==> src/assert_macros.svh <==
// Assertion macros used by the top-level RTL file.
`ifndef ASSERT_MACROS_SVH
`define ASSERT_MACROS_SVH
`ifndef SYNTH
// Check that prop holds on every clock edge outside reset.
`define ASSERT_HOLDS(lbl, clk, rst, prop) \
  lbl: assert property (@(posedge clk) disable iff (rst) (prop)) \
    else $error("assertion failed");
// Check that cond never holds outside reset.
`define ASSERT_NEVER(lbl, clk, rst, cond) \
  lbl: assert property (@(posedge clk) disable iff (rst) !(cond)) \
    else $error("forbidden condition seen");
`else
`define ASSERT_HOLDS(lbl, clk, rst, prop)
`define ASSERT_NEVER(lbl, clk, rst, cond)
`endif
`endif

==> src/nlej_ram.sv <==
// Generic simple dual-port RAM with registered read.
`timescale 1ns / 1ps
`default_nettype none
module nlej_ram #(
  parameter int WIDTH = 32,
  parameter int DEPTH = 64
) (
  input  wire logic                     clk,
  input  wire logic                     we,
  input  wire logic [$clog2(DEPTH)-1:0] waddr,
  input  wire logic [WIDTH-1:0]         wdata,
  input  wire logic [$clog2(DEPTH)-1:0] raddr,
  output logic      [WIDTH-1:0]         rdata
);
  logic [WIDTH-1:0] mem [DEPTH];

  always_ff @(posedge clk) begin
    if (we) begin
      mem[waddr] <= wdata;
    end
    rdata <= mem[raddr];
  end
endmodule
`default_nettype wire

==> config.mk <==
export PLATFORM = sky130hd
export DESIGN_NAME = nlej_ram
export DESIGN_NICKNAME = d
export VERILOG_FILES = /design/src/assert_macros.svh /design/src/nlej_ram.sv
export SDC_FILE = /design/constraint.sdc
export NUM_CORES = 2
export LEC_CHECK = 0
export ABC_CLOCK_PERIOD_IN_PS = 3200
export BUFFER_PORTS_ARGS = -buffer_cell sky130_fd_sc_hd__buf_2
export CAP_MARGIN = 20
export CORE_MARGIN = 3
export CORE_UTILIZATION = 57
export CTS_CLUSTER_SIZE = 25
export DETAILED_ROUTE_END_ITERATION = 12
export PLACE_DENSITY = 0.76
export SLEW_MARGIN = 20
export SYNTH_ARGS = -nofsm -noshare
export SYNTH_HDL_FRONTEND = slang
export SYNTH_SLANG_ARGS = --single-unit
export TNS_END_PERCENT = 100
==> constraint.sdc <==
create_clock -name clk -period 3.2 [get_ports clk]
set_input_delay 0 -clock clk [delete_from_list [all_inputs] [get_ports clk]]
set_output_delay 0 -clock clk [all_outputs]
set_load 0.02 [all_outputs]
# Yosys cells after proc, flatten, opt, wreduce, memory -nomap -nowiden
# Memory sizes are Yosys's and may differ from the RTL's. A register that Yosys moved wholly into a read port is not among the register bits.
# Index checks and enable logic that the tools add are counted.
# word_totals
elab_cells	3
mem_count	1
output_inout_bits	32
ramBits	2048
regBits	0
input_bits	46
# mem_list
memory	words	word_bits	read_ports	rd_clocked_by_memory_dff	wr	line	source
mem	64	32	1	1	1	nlej_ram.sv:15	logic [WIDTH-1:0] mem [DEPTH];
# classes
muxes	2
# ops
operator	n
1-bit two-way mux	2

# Depth between registers and ports, before layout
# logic_depth
depth_word	2
depth_mapped	10
ltp_nobuf	5

# Least setup slack after synthesis
# No wires, ideal clock.
# synth_path
kind	input to register
from	input waddr[3]
to	memory mem[48][0] (enable)
n_path_buf	1
slack_ns	0.040
t_arrival_ns	2.699
path_stages	4
setup_ns	0.461
required_time_ns	2.739
path_cell_list	clkbuf_1 -> nor2b_1 -> nand4b_1 -> nor3_1
# synth_lines
element	line	source
from (decl)	nlej_ram.sv:10	input wire logic [$clog2(DEPTH)-1:0] waddr,
to (decl)	nlej_ram.sv:15	
# No word-level cell before the write port.

==> results_dict.tcl <==
set metrics [dict create \
    hpwl_um 109000 \
    grt_usage_pct 28.1 \
    synth_top_area_share_pct 78.3 \
    start_util_pct 57.7 \
    worst_path_most_repeated_cell "mux4_2" \
    clock_sinks 2080 \
    grt_pass1_vias 38800 \
    critPathKind "reg -> reg" \
    synth_xor_area_share_pct 0 \
    die_w_um 377 \
    synth_cells 3324 \
    total_power_uw 55300 \
    timing.final.max_slew_violations 0 \
    hp-class "in -> reg" \
    path_clk_slew_ns 0.06 \
    ys.warnings.count 0 \
    core_area_sq_um 136000 \
    power_density_nw_per_um2 618 \
    path_buf_inv 0 \
    start_kind "flip-flop" \
    fillers 8155 \
    slowest_stage "mux4_2" \
    syn_to_final_growth_pct 13.9 \
    critPathTopFamily "multiplexers" \
    clockBufferDepth 3 \
    grt_pass1_wl_um 281000 \
    async_reset_ff_share_pct 0 \
    synth_top_family_by_area "multiplexers" \
    tns_ns 0 \
    ys_types 34 \
    syn_area_sq_um 78500 \
    synth_edf_count 2048 \
    slowest_delay_ns 0.52 \
    required_ns 3.84 \
    io_buffers 77 \
    yosys.area_share.simple_pct 1.27 \
    status "completed" \
    synth_most_common_cell "edfxtp_1" \
    crit_chain "mux4_2, mux4_2, o22ai_1, nor2_1" \
    synth_area_leader_cell "edfxtp_1" \
    fin_crit_sh_pct 69.8 \
    dr.first_iter.drc_count 5480 \
    pre_cts_ws_ns 0.347 \
    synth_nets 3370 \
    p_leak_uw 0.0280 \
    io_pins 78 \
    routed_wl_um 196000 \
    avgSynthCellArea_sq_um 23.6 \
    vdd.ir_drop.worst_v 0.000554 \
    finalHoldViolCount 0 \
    register_area_sq_um 62100 \
    worst_slew_pin_slew_ns 1.12 \
    end_kind "flip-flop" \
    ys_seq_elements 2080 \
    antenna_found_initial 11 \
    holdWs_ns 0.0768 \
    ys_seq_area_share_pct 79.1 \
    fin_ws_ns 0.966 \
    setup_viol 0 \
    clock_latency_ns 0.82 \
    multiInputGateArea_sq_um 16000 \
    period_minus_slack_ns 2.23 \
    grt_max_degree 65 \
    critical_path.max_fanout 1 \
    dr_total_vias 38200 \
    cts_root_buffer "clkbuf_16" \
    ctsHtreeMaxLevel 4 \
    worstPathArrival_ns 2.87 \
    synthMuxAreaShare_pct 16.8 \
    grt_overflow 0 \
    drt_first_pass_iters 5 \
    synth-compound-area-share_pct 1.67 \
    drive_gt1_share_pct 30.3 \
    synth_area_leaders "edfxtp_1, mux4_2, mux2i_1" \
    yosys-top-cells-count "edfxtp_1, mux4_2, nor2_1" \
    drc_errors 0 \
    max_slew_margin_pct 25.6 \
    place_congestion 0.823 \
    cts_tree "done" \
    chipHeight_um 377 \
    synth-main-ff-cell "edfxtp_1" \
    numCtsBuffers 193 \
    wl_per_cell_um 35.0 \
    nNetsFinal 3698 \
    synth_fa_ha_area_share_pct 0 \
    num_rows 135 \
    max_freq_mhz 448 \
    vias_per_cell 6.83 \
    fin_worst_skew_ns 0.0320 \
    rsz0062_at_grt "false" \
    die_area_sq_um 142000 \
    detail-route-antenna-nets 0 \
    maxCapViolations 0 \
]
[per-layer routing]
metal / share of wire [%] / wire (um) / up-vias / global-route usage (%)
li1: - / - / 14900 / -
met1: 35 / 69200 / 20100 / 39.0
met2: 49 / 95200 / 2753 / 44.2
met3: 12 / 23300 / 463 / 6.08
met4: 4.3 / 8470 / 2 / 11.6
met5: 0.0066 / 13 / - / 0
[sequential cells by signal (all words and copies together), names as in the netlist]
| name | cells |
|---|---|
| rdata | 32 |
| mem | 2048 |
[path summary, 6_finish.rpt]
| kind | start | to | slack [ns] | depth (start not counted) |
|---|---|---|---|---|
| min | raddr[1] | rdata[3] | 0.08 | 6 |
| max reg2reg | mem[11][10] | rdata[10] | 0.97 | 4 |
| min reg2reg | mem[28][8] | rdata[8] | 0.73 | 4 |
| max | mem[11][10] | rdata[10] | 0.97 | 4 |
[timing repair]
action,4_1_cts,5_1_grt
hold buffers,39,3
buffers inserted,0,0
hold endpoints to repair,1579,192
gates resized for setup,0,0
[power by group]
part           internal (uW)  switching (uW)
Combinational           1100            1750
Clock                  12400            9680
Sequential             30200             141
[stage by stage]
| stage | instance area [sq um] | std cells | utilization [%] |
|---|---|---|---|
| floorplan | 78500 | 3324 | - |
| global placement | 82900 | 5195 | 60.9 |
| detailed placement | 82900 | 5195 | 60.9 |
| CTS | 89300 | 5589 | 65.6 |
| global route | 89400 | 5595 | 65.7 |
| finish | 89500 | 5601 | 65.7 |
[cell type report]
| cell class | instances | area share (%) |
|---|---|---|
| Clock buffer | 275 | 6.03 |
| Multi-Input combinational cell | 1062 | 17.8 |
| Antenna cell | 8 | 0.0224 |
| Sequential cell | 2080 | 69.5 |
| Timing Repair Buffer | 315 | 3.37 |
| Clock inverter | 80 | 0.780 |
| Tap cell | 1781 | 2.49 |
[worst reg2reg max path: stages, from the launching register on]
cell and delay, ns:
edfxtp_1 0.37, mux4_2 0.47, mux4_2 0.52, o22ai_1 0.46, nor2_1 0.24
[cell families (layout without fill, tap and decap cells)]
family	after synthesis	in the layout
other cells	0	8
compound gates	202	202
mux	637	637
simple gates	223	223
buf+inv	182	670
flops	2080	2080
[layout by cell type, fill, tap and decap left out, types with 32 or more instances in the layout]
cell | Yosys | final
clkbuf_1 | 74 | 60
mux4_2 | 544 | 544
buf_4 | 25 | 168
a21oi_1 | 62 | 62
clkbuf_16 | 0 | 196
nor2_1 | 137 | 75
dlygate4sd3_1 | 0 | 42
mux2i_1 | 93 | 93
nor2_4 | 0 | 62
edfxtp_1 | 2048 | 2048
buf_2 | 57 | 50
o22ai_1 | 84 | 84
dfxtp_1 | 32 | 32
buf_12 | 0 | 52
Note: power is estimated with default switching activity, not from simulation.
